===== src/hdl/psc_pkg.sv =====
// ---------------------------------------------------------------------------
// psc_pkg
// constants, tables and types of the pursuit steering command block
// ---------------------------------------------------------------------------
package psc_pkg;

  localparam int COORD_BITS_DEF = 10;
  localparam int CORDIC_STEPS   = 14;
  localparam int ANGLE_W        = 15;
  localparam int VEL_W          = 13;
  localparam int ROT_W          = 14;

  localparam logic [ANGLE_W-1:0] ANGLE_MAX     = 15'd25723;
  localparam logic [ANGLE_W-1:0] HALF_PI_UNITS = 15'd12868;
  localparam logic [ANGLE_W-1:0] PI6_UNITS     = 15'd4288;

  // squared full angle, 30 bits
  localparam logic [29:0] ANGLE_MAX_SQ = 30'(64'd25723 * 64'd25723);
  // floor(2^42 / ANGLE_MAX) for division of the root by ANGLE_MAX
  localparam int          RECIP_SHIFT  = 42;
  localparam logic [27:0] RECIP_A      = 28'((64'd1 << RECIP_SHIFT) / 64'd25723);

  localparam logic [15:0] ATAN_TAB [CORDIC_STEPS] = '{
    16'd6434, 16'd3798, 16'd2007, 16'd1019, 16'd511, 16'd256, 16'd128,
    16'd64, 16'd32, 16'd16, 16'd8, 16'd4, 16'd2, 16'd1
  };

  // ceil(2^17 / d); entry 0 stands for a divisor of one
  localparam int DIV_SHIFT = 17;
  localparam logic [17:0] DIV_RECIP [16] = '{
    18'd131072, 18'd131072, 18'd65536, 18'd43691, 18'd32768, 18'd26215,
    18'd21846, 18'd18725, 18'd16384, 18'd14564, 18'd13108, 18'd11916,
    18'd10923, 18'd10083, 18'd9363, 18'd8739
  };

  typedef enum logic [1:0] {
    REG_MAX_ROT   = 2'd0,
    REG_MAX_TRANS = 2'd1,
    REG_DIVISOR   = 2'd2,
    REG_STOP      = 2'd3
  } reg_idx_t;

  localparam logic [12:0] MAX_ROT_RST   = 13'd2048;
  localparam logic [12:0] MAX_TRANS_RST = 13'd410;
  localparam logic [3:0]  DIVISOR_RST   = 4'd5;
  localparam logic [11:0] STOP_RST      = 12'd150;

endpackage


===== src/hdl/psc_isqrt.sv =====
// ---------------------------------------------------------------------------
// psc_isqrt
// pipelined integer square root, one root bit per stage
// ---------------------------------------------------------------------------
module psc_isqrt import psc_pkg::*; (
  input  logic        clk,
  input  logic        en,
  input  logic [55:0] n_i,
  output logic [27:0] root_o
);

  localparam int STEPS = 28;

  logic [55:0] n_r [STEPS];
  logic [29:0] r_r [STEPS];
  logic [27:0] q_r [STEPS];

  for (genvar i = 0; i < STEPS; i++) begin : g_step
    logic [55:0] n_prev;
    logic [29:0] r_prev;
    logic [27:0] q_prev;
    logic [31:0] cur;
    logic [31:0] trial;

    if (i == 0) begin : g_first
      assign n_prev = n_i;
      assign r_prev = '0;
      assign q_prev = '0;
    end else begin : g_next
      assign n_prev = n_r[i-1];
      assign r_prev = r_r[i-1];
      assign q_prev = q_r[i-1];
    end

    always_comb begin
      cur   = {r_prev, n_prev[55:54]};
      trial = {2'b00, q_prev, 2'b01};
    end

    always_ff @(posedge clk) begin
      if (en) begin
        n_r[i] <= {n_prev[53:0], 2'b00};
        if (cur >= trial) begin
          r_r[i] <= 30'(cur - trial);
          q_r[i] <= {q_prev[26:0], 1'b1};
        end else begin
          r_r[i] <= cur[29:0];
          q_r[i] <= {q_prev[26:0], 1'b0};
        end
      end
    end
  end

  assign root_o = q_r[STEPS-1];

endmodule


===== config.mk =====
export PLATFORM = sky130hd
export DESIGN_NAME = psc_isqrt
export DESIGN_NICKNAME = d
export VERILOG_FILES = /design/src/hdl/psc_pkg.sv /design/src/hdl/psc_isqrt.sv
export SDC_FILE = /design/constraint.sdc
export NUM_CORES = 2
export LEC_CHECK = 0
export BUFFER_PORTS_ARGS = -buffer_cell sky130_fd_sc_hd__clkbuf_2
export CORE_UTILIZATION = 54
export DETAILED_ROUTE_END_ITERATION = 10
export HOLD_SLACK_MARGIN = 0.06
export PLACE_DENSITY = 0.7
export SYNTH_ARGS = -nofsm -noshare
export SYNTH_HDL_FRONTEND = slang
export SYNTH_SLANG_ARGS = --single-unit
export TNS_END_PERCENT = 30

===== constraint.sdc =====
create_clock -name clk -period 4.3 [get_ports clk]
set_input_delay 0 -clock clk [delete_from_list [all_inputs] [get_ports clk]]
set_output_delay 0 -clock clk [all_outputs]
set_load 0.03 [all_outputs]

## Yosys cells after proc, flatten, opt, wreduce, memory -nomap -nowiden

Memory sizes are Yosys's and may differ from the RTL's.
Index checks and enable logic that the tools add are counted.

| word-level totals | value |
|---|---|
| flip-flop bits (word level) | 0 |
| latch bits | 0 |
| RAM bits | 3136 |
| bits in read-only memories | 0 |
| bits of input ports | 58 |
| output and inout port bits | 28 |
| word-level logic and storage cells | 341 |
| memories | 3 |

| cells by class | value |
|---|---|
| $add $sub $neg | 28 |
| multipliers | 0 |
| divide/modulo/power cells | 0 |
| magnitude comparators | 28 |
| equality and inequality tests | 0 |
| shift operators | 0 |
| muxes and demuxes | 226 |
| bitwise logic cells | 56 |
| reductions and logical operators | 0 |

Memories:

| memory | words | width | rd ports | clocked after Yosys merged registers in | write ports | line | source |
|---|---|---|---|---|---|---|---|
| n_r | 28 | 54 | 27 | 0 | 28 | psc_isqrt.sv:14 | `logic [55:0] n_r [STEPS];` |
| r_r | 28 | 30 | 27 | 0 | 28 | psc_isqrt.sv:15 | `logic [29:0] r_r [STEPS];` |
| q_r | 28 | 28 | 28 | 0 | 28 | psc_isqrt.sv:16 | `logic [27:0] q_r [STEPS];` |

Operators by type and width:

| kind | number |
|---|---|
| 32-bit by 30-bit greater-or-equal comparator with 1-bit output | 27 |
| 30-bit two-way mux | 28 |
| 30-bit subtractor | 27 |
| 28-bit two-way mux | 28 |
| 1-bit two-way mux | 170 |
| 1-bit OR | 56 |
| 2-bit by 1-bit subtractor with 3-bit output (second input constant) | 1 |
| 2-bit by 1-bit greater-or-equal comparator with 1-bit output (second input constant) | 1 |

## Depth between registers and ports, before layout

An unclocked memory read counts as a cell.

| logic depth | value |
|---|---|
| depth after elaboration | 6 |
| depth in mapped cells | 15 |
| depth with buffers taken out | 13 |

## Worst setup path after synthesis

OpenSTA, ideal clock, no wires.

| timing | value |
|---|---|
| path kind | register to register |
| start | memory r_r[20][2], in the netlist r_r[1][122] |
| end | memory r_r[21][15], in the netlist r_r[1][165] (data pin) |
| library setup time | 0.260 ns |
| arrival time | 3.494 ns |
| data required time | 4.040 ns |
| setup slack | 0.546 ns |
| stages on the path, launching flop included | 10 |
| buffers on the path | 1 |
| period minus slack after synthesis | 3.754 ns |
| path through | edfxtp_1 -> ha_1 -> a21o_1 -> o21ai_0 -> a21oi_1 -> a211oi_1 -> o21ai_1 -> a2111oi_0 -> clkbuf_1 -> mux2_2 |

RTL lines:

| element | line |
|---|---|
| start: declaration | psc_isqrt.sv:15 |

==> flow_summary.ini <==
[setup_path]
r2r_slack_ns = 0.36
start_kind = flip-flop
path_class = flip-flop to flip-flop
worstPathRequired_ns = 4.90
slowest_delay_ns = 0.58
crit_path_cell_trace = inv_1, ha_1, nand4_1, nor4_1, buf_4, and4_1, a21oi_1, o211a_1, nor4_1, nand2_1, xnor2_1
r2r_start = q_r[1][89]
arrival_ns = 4.53
r2r_end = r_r[1][147]
critPathCaptureType = flip-flop
crit_path_frequent_cell = nor4_1
critPathMaxFanout = 9
cp_slowest_cell = nor4_1
ff2ff_path_depth = 11

[clocking]
h-tree-depth = 4
clk_pin_slew_ns = 0.06
cts.path.max_buffers = 3
cts_tree = done
cts_root_buf = clkbuf_16
cts_sinks = 1930
clock_latency_ns = 0.84
cts_made_buffers = 193
cts-resized-gates = 0

[floorplan]
die_h_um = 409
row_count = 148
die_area_sq_um = 167000
die_w_um = 409
ioPinCount = 86
initial_core_util = 0.547
core_sq_um = 164000

[final_layout]
nets = 7701
instances_no_fill = 9540
multiInputGateArea_sq_um = 28800
diodes = 0
area_delta_synth_final_pct = 12.1
fill_cells = 12400
ff_latch_area_sq_um = 57900
drive_above_1_share = 0.0745
fin_area_sq_um = 100000
fin_util = 0.613

[pwr]
ir_drop_mv = 0.477
p_leak_nw = 38.5
pwr_density_cell_nw_per_um2 = 522
power_mw = 52.3

[min_path]
hold_path.startpoint = n_i[54]
min_to = r_r[0][0]
hold_path_depth = 4
holdCritPathClass = input pin to flip-flop

[detailed_routing]
drt_iter0_drc = 4519
vias = 53100
drc = 0
wl_per_cell_um = 17.6
wl_mm = 168
avgViaCountPerCell = 5.56
drtAntennaViolNets = 0
dr.pass1.iters = 6

[logic_synthesis]
yosysUniqueCellTypes = 82
synth-edff-count = 1929
syn_avg_cell_area_sq_um = 13.0
synthArstFlopShare = 0
synth_flop_cell = edfxtp_1
netlist_area_sq_um = 89400
synth-seq-area-share = 0.648
synth_nets = 7390
synth-warning-count = 0
ys_ff_latch = 1930
synth_cells = 6895

[sta]
hold_viol_final = 0
rsz0062_at_grt = false
relSlewSlack = 0.0621
setup-tns-final_ns = 0
setup_violations = 0
clock_skew_ns = 0.0908
max_freq_mhz = 254
fin_crit_ns = 3.94
tightest_slew_ns = 1.39
setup_slack_ns = 0.364
slew_viol_final = 0
whs_ns = 0.168
fin_crit_sh = 0.915

[place]
place_area_sq_um = 92600
pre_cts_slack_ns = 0.416
dp_cells = 9072
routabilityCongestion = 0.905
portBuffers = 85
hpwl_mm = 118

[status]
status = complete, no violations

[grt]
grt_max_degree = 179
grt_usage = 0.201
grt_pass1_wl_mm = 271
grt_pass1_vias = 52100
antenna_found_initial = 1
gr-total-overflow = 0

[run]
cap_violations = 0
## critical path, delay by kind of cell, from the launching register on
family          cells  cell delay, ns
compound gates      2            0.39
xor+xnor            1            0.15
fa+ha+maj           1            0.40
buf+inv             2            0.28
flops               1            0.38
simple gates        5            2.12
## Yosys cell counts, types with 6 or more instances
library cell,instances,area [sq um]
edfxtp_1,1929,57900
inv_1,550,2060
nand2_1,508,1910
ha_1,437,5470
a21oi_1,407,2040
o21ai_0,399,2000
nor2_1,394,1480
xor2_1,326,2860
xnor2_1,313,2740
a21o_1,185,1390
nor3_1,158,791
clkbuf_1,142,533
o21a_1,100,751
nor4_1,99,619
nand2b_1,89,557
nand3_1,87,435
or3_1,77,482
nor2b_1,70,438
nand4_1,67,419
mux2_2,42,473
and3_1,37,231
o21bai_1,36,270
or4_1,35,263
a31oi_1,33,206
o211ai_1,33,248
or2_2,29,181
nand3b_1,24,180
o31ai_1,20,150
a211oi_1,19,143
a21boi_0,18,135
a2111oi_0,16,140
and2_1,16,100
and4_1,13,114
nor3b_1,13,97.6
a31o_2,11,96.3
o41ai_1,11,96.3
buf_1,10,37.5
mux2i_1,9,90.1
nor4b_1,9,78.8
o2111ai_1,9,78.8
a211o_1,8,70.1
o211a_1,8,80.1
a221oi_1,6,52.6
o31a_1,6,52.6
## layout by cell type, fill, tap and decap left out, types with 87 or more instances in the layout
master / synthesis / routed
edfxtp_1: 1929 / 1929
inv_1: 550 / 549
nand2_1: 508 / 508
ha_1: 437 / 437
a21oi_1: 407 / 407
o21ai_0: 399 / 398
nor2_1: 394 / 394
xor2_1: 326 / 326
xnor2_1: 313 / 313
clkbuf_16: 0 / 193
a21o_1: 185 / 185
nor3_1: 158 / 158
dlygate4sd3_1: 0 / 114
o21a_1: 100 / 100
nor4_1: 99 / 96
nand2b_1: 89 / 89
nand3_1: 87 / 87
## layout make-up
type	count	area share
Clock inverter	126	0.0144
Tap cell	2175	0.0272
Inverter	550	0.0206
Multi-Input combinational cell	4258	0.287
Clock buffer	228	0.0495
Timing Repair Buffer	273	0.0225
Sequential cell	1930	0.578
## how the worst max path moves through the flow
stage / start / to
after floorplan: r_r[1][122] / r_r[1][165]
after global placement: r_r[0][228] / r_r[0][263]
after detailed placement: r_r[0][228] / r_r[0][261]
after CTS: r_r[0][256] / r_r[0][299]
after global routing: q_r[1][89] / r_r[1][149]
final: q_r[1][89] / r_r[1][147]
## layer usage
layer / global-route usage / vias up / share of wire
met4: 0.0580 / 0 / 0.023
met5: 0 / - / 0
met2: 0.324 / 1154 / 0.47
li1: - / 26000 / -
met1: 0.283 / 25600 / 0.46
met3: 0.0324 / 276 / 0.049
## cells by family (layout without fill, tap and decap cells)
logic type,after synthesis,after routing,synth area share
xor gates and xnor gates,639,639,0.0626
AOI/OAI and AO/OA,1377,1377,0.0946
DFF,1930,1930,0.648
muxes,51,51,0.00630
adders and majority gates,437,437,0.0612
buffers and inverters,707,1177,0.0299
and+or+nand+nor,1754,1754,0.0970
## timing repair
action                    in CTS  in global routing
hold buffers                 114                  0
hold endpoints to repair     387                  0
setup buffers                  0                  0
## report_power, final
group          switching, mW  internal (mW)  leakage (nW)
clock network           7.23           9.44          3.09
logic                   5.98           4.44          16.8
registers               1.42           23.8          18.6
## state kept, by name, indices dropped and copies added, names as in the netlist
signal	cells
n_r	756
q_r	406
r_r	768
No activity file was read; power rests on OpenSTA's default activity.
