==> src/hdl/psc_pkg.sv <==
// ---------------------------------------------------------------------------
// psc_pkg
// constants, tables and types of the pursuit steering command block
// ---------------------------------------------------------------------------
package psc_pkg;

  localparam int COORD_BITS_DEF = 10;
  localparam int CORDIC_STEPS   = 14;
  localparam int ANGLE_W        = 15;
  localparam int VEL_W          = 13;
  localparam int ROT_W          = 14;

  localparam logic [ANGLE_W-1:0] ANGLE_MAX     = 15'd25723;
  localparam logic [ANGLE_W-1:0] HALF_PI_UNITS = 15'd12868;
  localparam logic [ANGLE_W-1:0] PI6_UNITS     = 15'd4288;

  // squared full angle, 30 bits
  localparam logic [29:0] ANGLE_MAX_SQ = 30'(64'd25723 * 64'd25723);
  // floor(2^42 / ANGLE_MAX) for division of the root by ANGLE_MAX
  localparam int          RECIP_SHIFT  = 42;
  localparam logic [27:0] RECIP_A      = 28'((64'd1 << RECIP_SHIFT) / 64'd25723);

  localparam logic [15:0] ATAN_TAB [CORDIC_STEPS] = '{
    16'd6434, 16'd3798, 16'd2007, 16'd1019, 16'd511, 16'd256, 16'd128,
    16'd64, 16'd32, 16'd16, 16'd8, 16'd4, 16'd2, 16'd1
  };

  // ceil(2^17 / d); entry 0 stands for a divisor of one
  localparam int DIV_SHIFT = 17;
  localparam logic [17:0] DIV_RECIP [16] = '{
    18'd131072, 18'd131072, 18'd65536, 18'd43691, 18'd32768, 18'd26215,
    18'd21846, 18'd18725, 18'd16384, 18'd14564, 18'd13108, 18'd11916,
    18'd10923, 18'd10083, 18'd9363, 18'd8739
  };

  typedef enum logic [1:0] {
    REG_MAX_ROT   = 2'd0,
    REG_MAX_TRANS = 2'd1,
    REG_DIVISOR   = 2'd2,
    REG_STOP      = 2'd3
  } reg_idx_t;

  localparam logic [12:0] MAX_ROT_RST   = 13'd2048;
  localparam logic [12:0] MAX_TRANS_RST = 13'd410;
  localparam logic [3:0]  DIVISOR_RST   = 4'd5;
  localparam logic [11:0] STOP_RST      = 12'd150;

endpackage

==> src/hdl/psc_cordic.sv <==
// ---------------------------------------------------------------------------
// psc_cordic
// pipelined vectoring cordic: angle between heading and target vector
// ---------------------------------------------------------------------------
module psc_cordic import psc_pkg::*; #(
  parameter int DW = 2 * COORD_BITS_DEF + 3
) (
  input  logic                clk,
  input  logic                en,
  input  logic signed [DW-1:0] dot_i,
  input  logic signed [DW-1:0] cross_i,
  input  logic                zero_i,
  output logic [ANGLE_W-1:0]  angle_o
);

  localparam int CW = DW + 18;

  logic signed [CW-1:0] x_r [CORDIC_STEPS+1];
  logic signed [CW-1:0] y_r [CORDIC_STEPS+1];
  logic signed [16:0]   z_r [CORDIC_STEPS+1];
  logic                 spec_r [CORDIC_STEPS+1];
  logic [ANGLE_W-1:0]   spval_r [CORDIC_STEPS+1];
  logic [ANGLE_W-1:0]   angle_r;

  logic signed [DW:0]   crs_e;
  logic signed [DW:0]   cabs;
  logic signed [CW-1:0] dot_w;
  logic signed [CW-1:0] cabs_w;

  always_comb begin
    crs_e  = {cross_i[DW-1], cross_i};
    cabs   = crs_e[DW] ? -crs_e : crs_e;
    dot_w  = {{(CW-DW-16){dot_i[DW-1]}}, dot_i, 16'd0};
    cabs_w = {{(CW-DW-17){1'b0}}, cabs, 16'd0};
  end

  // prerotate by 90 degrees when the target lies behind
  always_ff @(posedge clk) begin
    if (en) begin
      if (dot_i[DW-1]) begin
        x_r[0] <= cabs_w;
        y_r[0] <= -dot_w;
        z_r[0] <= 17'($unsigned(HALF_PI_UNITS));
      end else begin
        x_r[0] <= dot_w;
        y_r[0] <= cabs_w;
        z_r[0] <= '0;
      end
      spec_r[0]  <= zero_i || (cross_i == '0);
      spval_r[0] <= (!zero_i && (dot_i <= 0)) ? ANGLE_MAX : '0;
    end
  end

  for (genvar i = 0; i < CORDIC_STEPS; i++) begin : g_iter
    always_ff @(posedge clk) begin
      if (en) begin
        if (!y_r[i][CW-1]) begin
          x_r[i+1] <= x_r[i] + (y_r[i] >>> i);
          y_r[i+1] <= y_r[i] - (x_r[i] >>> i);
          z_r[i+1] <= z_r[i] + 17'(ATAN_TAB[i]);
        end else begin
          x_r[i+1] <= x_r[i] - (y_r[i] >>> i);
          y_r[i+1] <= y_r[i] + (x_r[i] >>> i);
          z_r[i+1] <= z_r[i] - 17'(ATAN_TAB[i]);
        end
        spec_r[i+1]  <= spec_r[i];
        spval_r[i+1] <= spval_r[i];
      end
    end
  end

  always_ff @(posedge clk) begin
    if (en) begin
      if (spec_r[CORDIC_STEPS]) begin
        angle_r <= spval_r[CORDIC_STEPS];
      end else if (z_r[CORDIC_STEPS][16]) begin
        angle_r <= '0;
      end else if (z_r[CORDIC_STEPS] > 17'($unsigned(ANGLE_MAX))) begin
        angle_r <= ANGLE_MAX;
      end else begin
        angle_r <= z_r[CORDIC_STEPS][ANGLE_W-1:0];
      end
    end
  end

  assign angle_o = angle_r;

endmodule

==> config.mk <==
export PLATFORM = sky130hd
export DESIGN_NAME = psc_cordic
export DESIGN_NICKNAME = d
export VERILOG_FILES = /design/src/hdl/psc_pkg.sv /design/src/hdl/psc_cordic.sv
export SDC_FILE = /design/constraint.sdc
export NUM_CORES = 2
export LEC_CHECK = 0
export BUFFER_PORTS_ARGS = -buffer_cell sky130_fd_sc_hd__buf_2
export CORE_ASPECT_RATIO = 0.6
export CORE_MARGIN = 2
export CORE_UTILIZATION = 59
export DETAILED_ROUTE_END_ITERATION = 8
export PLACE_DENSITY = 0.81
export SLEW_MARGIN = 0
export SYNTH_ARGS = -nofsm -noshare
export SYNTH_HDL_FRONTEND = slang
export SYNTH_SLANG_ARGS = --single-unit
==> constraint.sdc <==
create_clock -name clk -period 5.2 [get_ports clk]
set_input_delay 0.78 -clock clk [delete_from_list [all_inputs] [get_ports clk]]
set_output_delay 0.78 -clock clk [all_outputs]
set_load 0.02 [all_outputs]
Word level (Yosys, flattened, before mapping):

Memory sizes are Yosys's and may differ from the RTL's.
Index checks and enable logic that the tools add are counted.

* $add $sub $neg: 85
* order comparisons: 2
* muxes and demuxes: 142
* bitwise operators: 45
* reductions and logical operators: 4

Operators by type and width (count)
* $mux 41: 30
* $mux 17: 15
* $mux 1: 92
* $add 41x28->41: 2
* $add 41x29->41: 2
* $add 41x30->41: 2
* $add 41x31->41: 2
* $add 41x32->41: 2
* $add 41x33->41: 2
* $add 41x34->41: 2
* $add 41x35->41: 2
* $add 41x36->41: 2
* $add 41x37->41: 2
* $add 41x38->41: 2
* $add 41x39->41: 2
* $add 41x40->41: 2
* $sub 41x28->41: 2
* $sub 41x29->41: 2
* $sub 41x30->41: 2
* $sub 41x31->41: 2
* $sub 41x32->41: 2
* $sub 41x33->41: 2
* $sub 41x34->41: 2
* $sub 41x35->41: 2
* 44 further kinds: 99

* bits in registers: 15
* memory bits (writable): 1725
* input port bits: 49
* output and inout port bits: 15
* memories: 5

Memory list
* x_r: depth 15, width 41, read ports 14, clocked after Yosys merged registers in 0, wr ports 15, line psc_cordic.sv:18 `logic signed [CW-1:0] x_r [CORDIC_STEPS+1];`
* y_r: depth 15, width 41, read ports 14, clocked after Yosys merged registers in 0, wr ports 15, line psc_cordic.sv:19 `logic signed [CW-1:0] y_r [CORDIC_STEPS+1];`
* z_r: depth 15, width 17, read ports 15, clocked after Yosys merged registers in 0, wr ports 15, line psc_cordic.sv:20 `logic signed [16:0] z_r [CORDIC_STEPS+1];`
* spval_r: depth 15, width 15, read ports 15, clocked after Yosys merged registers in 0, wr ports 15, line psc_cordic.sv:22 `logic [ANGLE_W-1:0] spval_r [CORDIC_STEPS+1];`
* spec_r: depth 15, width 1, read ports 15, clocked after Yosys merged registers in 0, wr ports 15, line psc_cordic.sv:21 `logic spec_r [CORDIC_STEPS+1];`

Logic depth before layout (Yosys ltp):

An unclocked memory read counts as a cell.

* word-level depth: 5
* gate-level depth with buffers: 22

Least setup slack after synthesis:

OpenSTA, ideal clock, no wires.

* kind: in2reg
* start point: input port en
* end point: memory y_r[1][120] (netlist bit), data pin
* library setup time: 258 ps
* arrival time: 5036 ps
* data required time: 4942 ps
* setup slack: -94 ps
* stages: 20
* path buffers: 4
* cell sequence: buf_2 -> clkbuf_1 -> clkbuf_1 -> nand2_1 -> inv_1 -> buf_1 -> nor2_1 -> xor2_1 -> ha_1 -> a21oi_1 -> o21ai_1 -> o22ai_1 -> o41ai_1 -> a21oi_1 -> a21oi_1 -> a41oi_1 -> o31ai_1 -> nand3_1 -> a211o_1 -> xnor2_1

RTL lines
* start, declared: line psc_cordic.sv:9 `input logic en,`
* end, declared: line psc_cordic.sv:19

==> metrics.txt <==
cell taking the most area after synthesis edfxtp_1; die width 530 um; Final HPWL DP 229000 um; Synth-to-Final Area Change 11.8%; CP delay by family, top compound AO/OA/AOI/OAI gates; Hold Startpoint zero_i; gr ovfl total 0; global-route wire length before repair 442000 um; Yosys Warn Count 0; placed cell count 13000; WS Path Type reg2reg; most common cell after layout, fill and taps aside edfxtp_1; CTS buffer count 111; die height 320 um; fin cells 13300; Bufs on Longest Clock Path 3; Setup Total Neg Slack 0 ns; Skew-Pair Late Insertion Delay 0.77 ns; Unique masters post-synth 96; Final Skew 0.0309 ns; vias in the first global route 79000; Top FF cell, synth edfxtp_1; buffers and inverters on the worst path 0; cell depth of the worst setup path 16; Critical R2R Capture y_r[0][285]; Worst R2R Start x_r[0][217]; period utilization 98.4%; Hold Crit Class in2reg; R2R depth 16; vias per cell 6.36; Worst EP required 5.70 ns; Core Area 0.164 sq mm; hold_buf cts 0; layout cell share with drive strength beyond 1 9.50%; share of flip-flops with an asynchronous set or reset 0%; CTS tree done; pre-CTS WS -0.135 ns; RSZ-0062 raised after global routing yes; vias 84500; initial DRC count 9995; slowest stage delay, CP 0.65 ns; # nets final 12100; register bit total from synthesis 1152; drt first pass iters 9; GRT Total Usage 32.8%; clock sinks 1152; GR Util met2 45.9%; hold path depth 2; Site Rows 115; Max-cap violations 0; slowest CP cell or4_1; max-slew violations 0; Fmax 196 MHz; syn avg cell area 9.46 sq um; worst-path fanout max 4; Setup WS post-layout 0.0852 ns; crit path launch type register; outcome completed; CP arrival 5.62 ns; cells along the critical path or4_1, or2_2, o41ai_1, xnor2_1, ha_1, or3_1, nor3_1, o21ai_1, and4_1, o31a_1, a41o_1, a31oi_1, o21a_1, o21ai_1, a221oi_2, xnor2_1; endpoints failing hold 0; port bufs 63; sequential cell area fraction in the yosys report 35.3%; met1 global-route usage 49.6%; Final setup viols 0; Hold EP spec_r[0][0]; largest net degree at the start of global routing 149; synthesized netlist cell count 10400; Post-Syn Area 0.0981 sq mm; relative slew slack 29.3%; commonest cells after routing, fill and taps aside edfxtp_1 (1152), ha_1 (1093), a21oi_1 (994), xnor2_1 (950), nor2_1 (807); Post-synth EDFFs 1152; Initial Utilization 59.6%; Worst setup EP type register; CTS root buf clkbuf_16; final wirelength 287000 um; RD Place Congestion 1.06; Final min period 5.11 ns; worst reg2reg setup slack 0.09 ns; wire length per cell 21.6 um; layer carrying the most global-route usage met1; I/O pin count 64; Clock transition at path regs 0.07 ns; top cells by area, synth edfxtp_1 (35%), ha_1 (14%), xnor2_1 (8.5%); Die ar. 0.170 sq mm; worst slew pin tran 1.06 ns; H-Tree Level Count 3; DR DRC count 0; met3 usage 9.80%; initial antenna violation count 12; antenna viol nets, final 0; Synth top area share 35.3%
[routing by layer]
| metal | wire, um | part of all wire (%) | vias to the layer above |
|---|---|---|---|
| met5 | 43 | 0.015 | - |
| met4 | 5590 | 2.0 | 6 |
| li1 | - | - | 39400 |
| met2 | 115000 | 40 | 4067 |
| met1 | 129000 | 45 | 40500 |
| met3 | 37200 | 13 | 449 |
[layout make-up]
cell class / count / area [sq um]
repair buffers: 675 / 5060
clock inverters: 81 / 982
clock buffers: 127 / 2900
flip-flops and latches: 1152 / 34600
well taps: 2223 / 2780
fillers: 12800 / 54800
multi-input cells: 8531 / 61500
inverters: 482 / 1810
diodes: 5 / 12.5
[through the flow]
stage | hold WS (ns) | util [%] | cell area (sq um)
2_1_floorplan | 0.400 | - | 98100
3_3_place_gp | 0.400 | 63.8 | 105000
3_5_place_dp | 0.405 | 63.8 | 105000
4_1_cts | 0.247 | 66.2 | 109000
5_1_grt | 0.292 | 66.7 | 110000
6_report | 0.291 | 66.7 | 110000
[cells in the mapped netlist (all sizes together), types with 20 or more instances]
cell type	n
o31ai	149
or3	90
a221oi	20
a21o	444
nor2	814
edfxtp	1152
nor2b	116
or4	50
xnor2	952
xor2	597
a211oi	62
o21a	134
a211o	24
nor4	95
o211ai	31
a2111oi	22
a21boi	40
nor3b	25
o21ai	648
inv	481
nand3	155
nand2	670
clkbuf	185
nand4	89
nor3	245
and3	74
a31oi	80
o41ai	65
o21bai	126
mux2i	37
ha	1093
a21oi	1000
fa	28
nand3b	22
or2	42
nand2b	168
and4	25
buf	21
and2	54
[kinds of logic (layout without fill, tap and decap cells)]
logic type / count (synthesis) / after routing / share of synthesized area, %
other cells: 1 / 7 / 0.00382
buf+inv: 688 / 1365 / 2.64
fa+ha+maj: 1121 / 1121 / 14.5
simple gates: 2756 / 2756 / 13.6
compound gates: 3055 / 3055 / 19.6
flops: 1152 / 1152 / 35.3
xor+xnor: 1549 / 1549 / 13.8
mux: 48 / 48 / 0.504
[what timing repair did]
item	in CTS	in global routing
setup endpoints to repair	13	107
gates resized for setup	8	113
gates cloned	0	0
pin swaps	0	19
setup buffers	0	31
[flip-flops by register name, indices dropped and copies added (netlist names)]
signal   count
angle_o     15
spec_r      15
spval_r     15
x_r        441
y_r        454
z_r        212
[worst max-delay path by stage]
stage / from / end / slack, ns
2_1_floorplan: en / y_r[1][201] / 0.005
3_3_place_gp: x_r[0][298] / y_r[1][40] / -0.24
3_5_place_dp: x_r[0][298] / y_r[1][40] / -0.14
4_1_cts: x_r[0][298] / y_r[1][40] / -0.07
5_1_grt: x_r[1][96] / y_r[1][158] / -0.09
6_report: x_r[0][217] / y_r[0][285] / 0.09
Power is left out: the tool's default activity adds up to more than one toggle a clock period on the data nets, which glitch-free logic cannot reach.
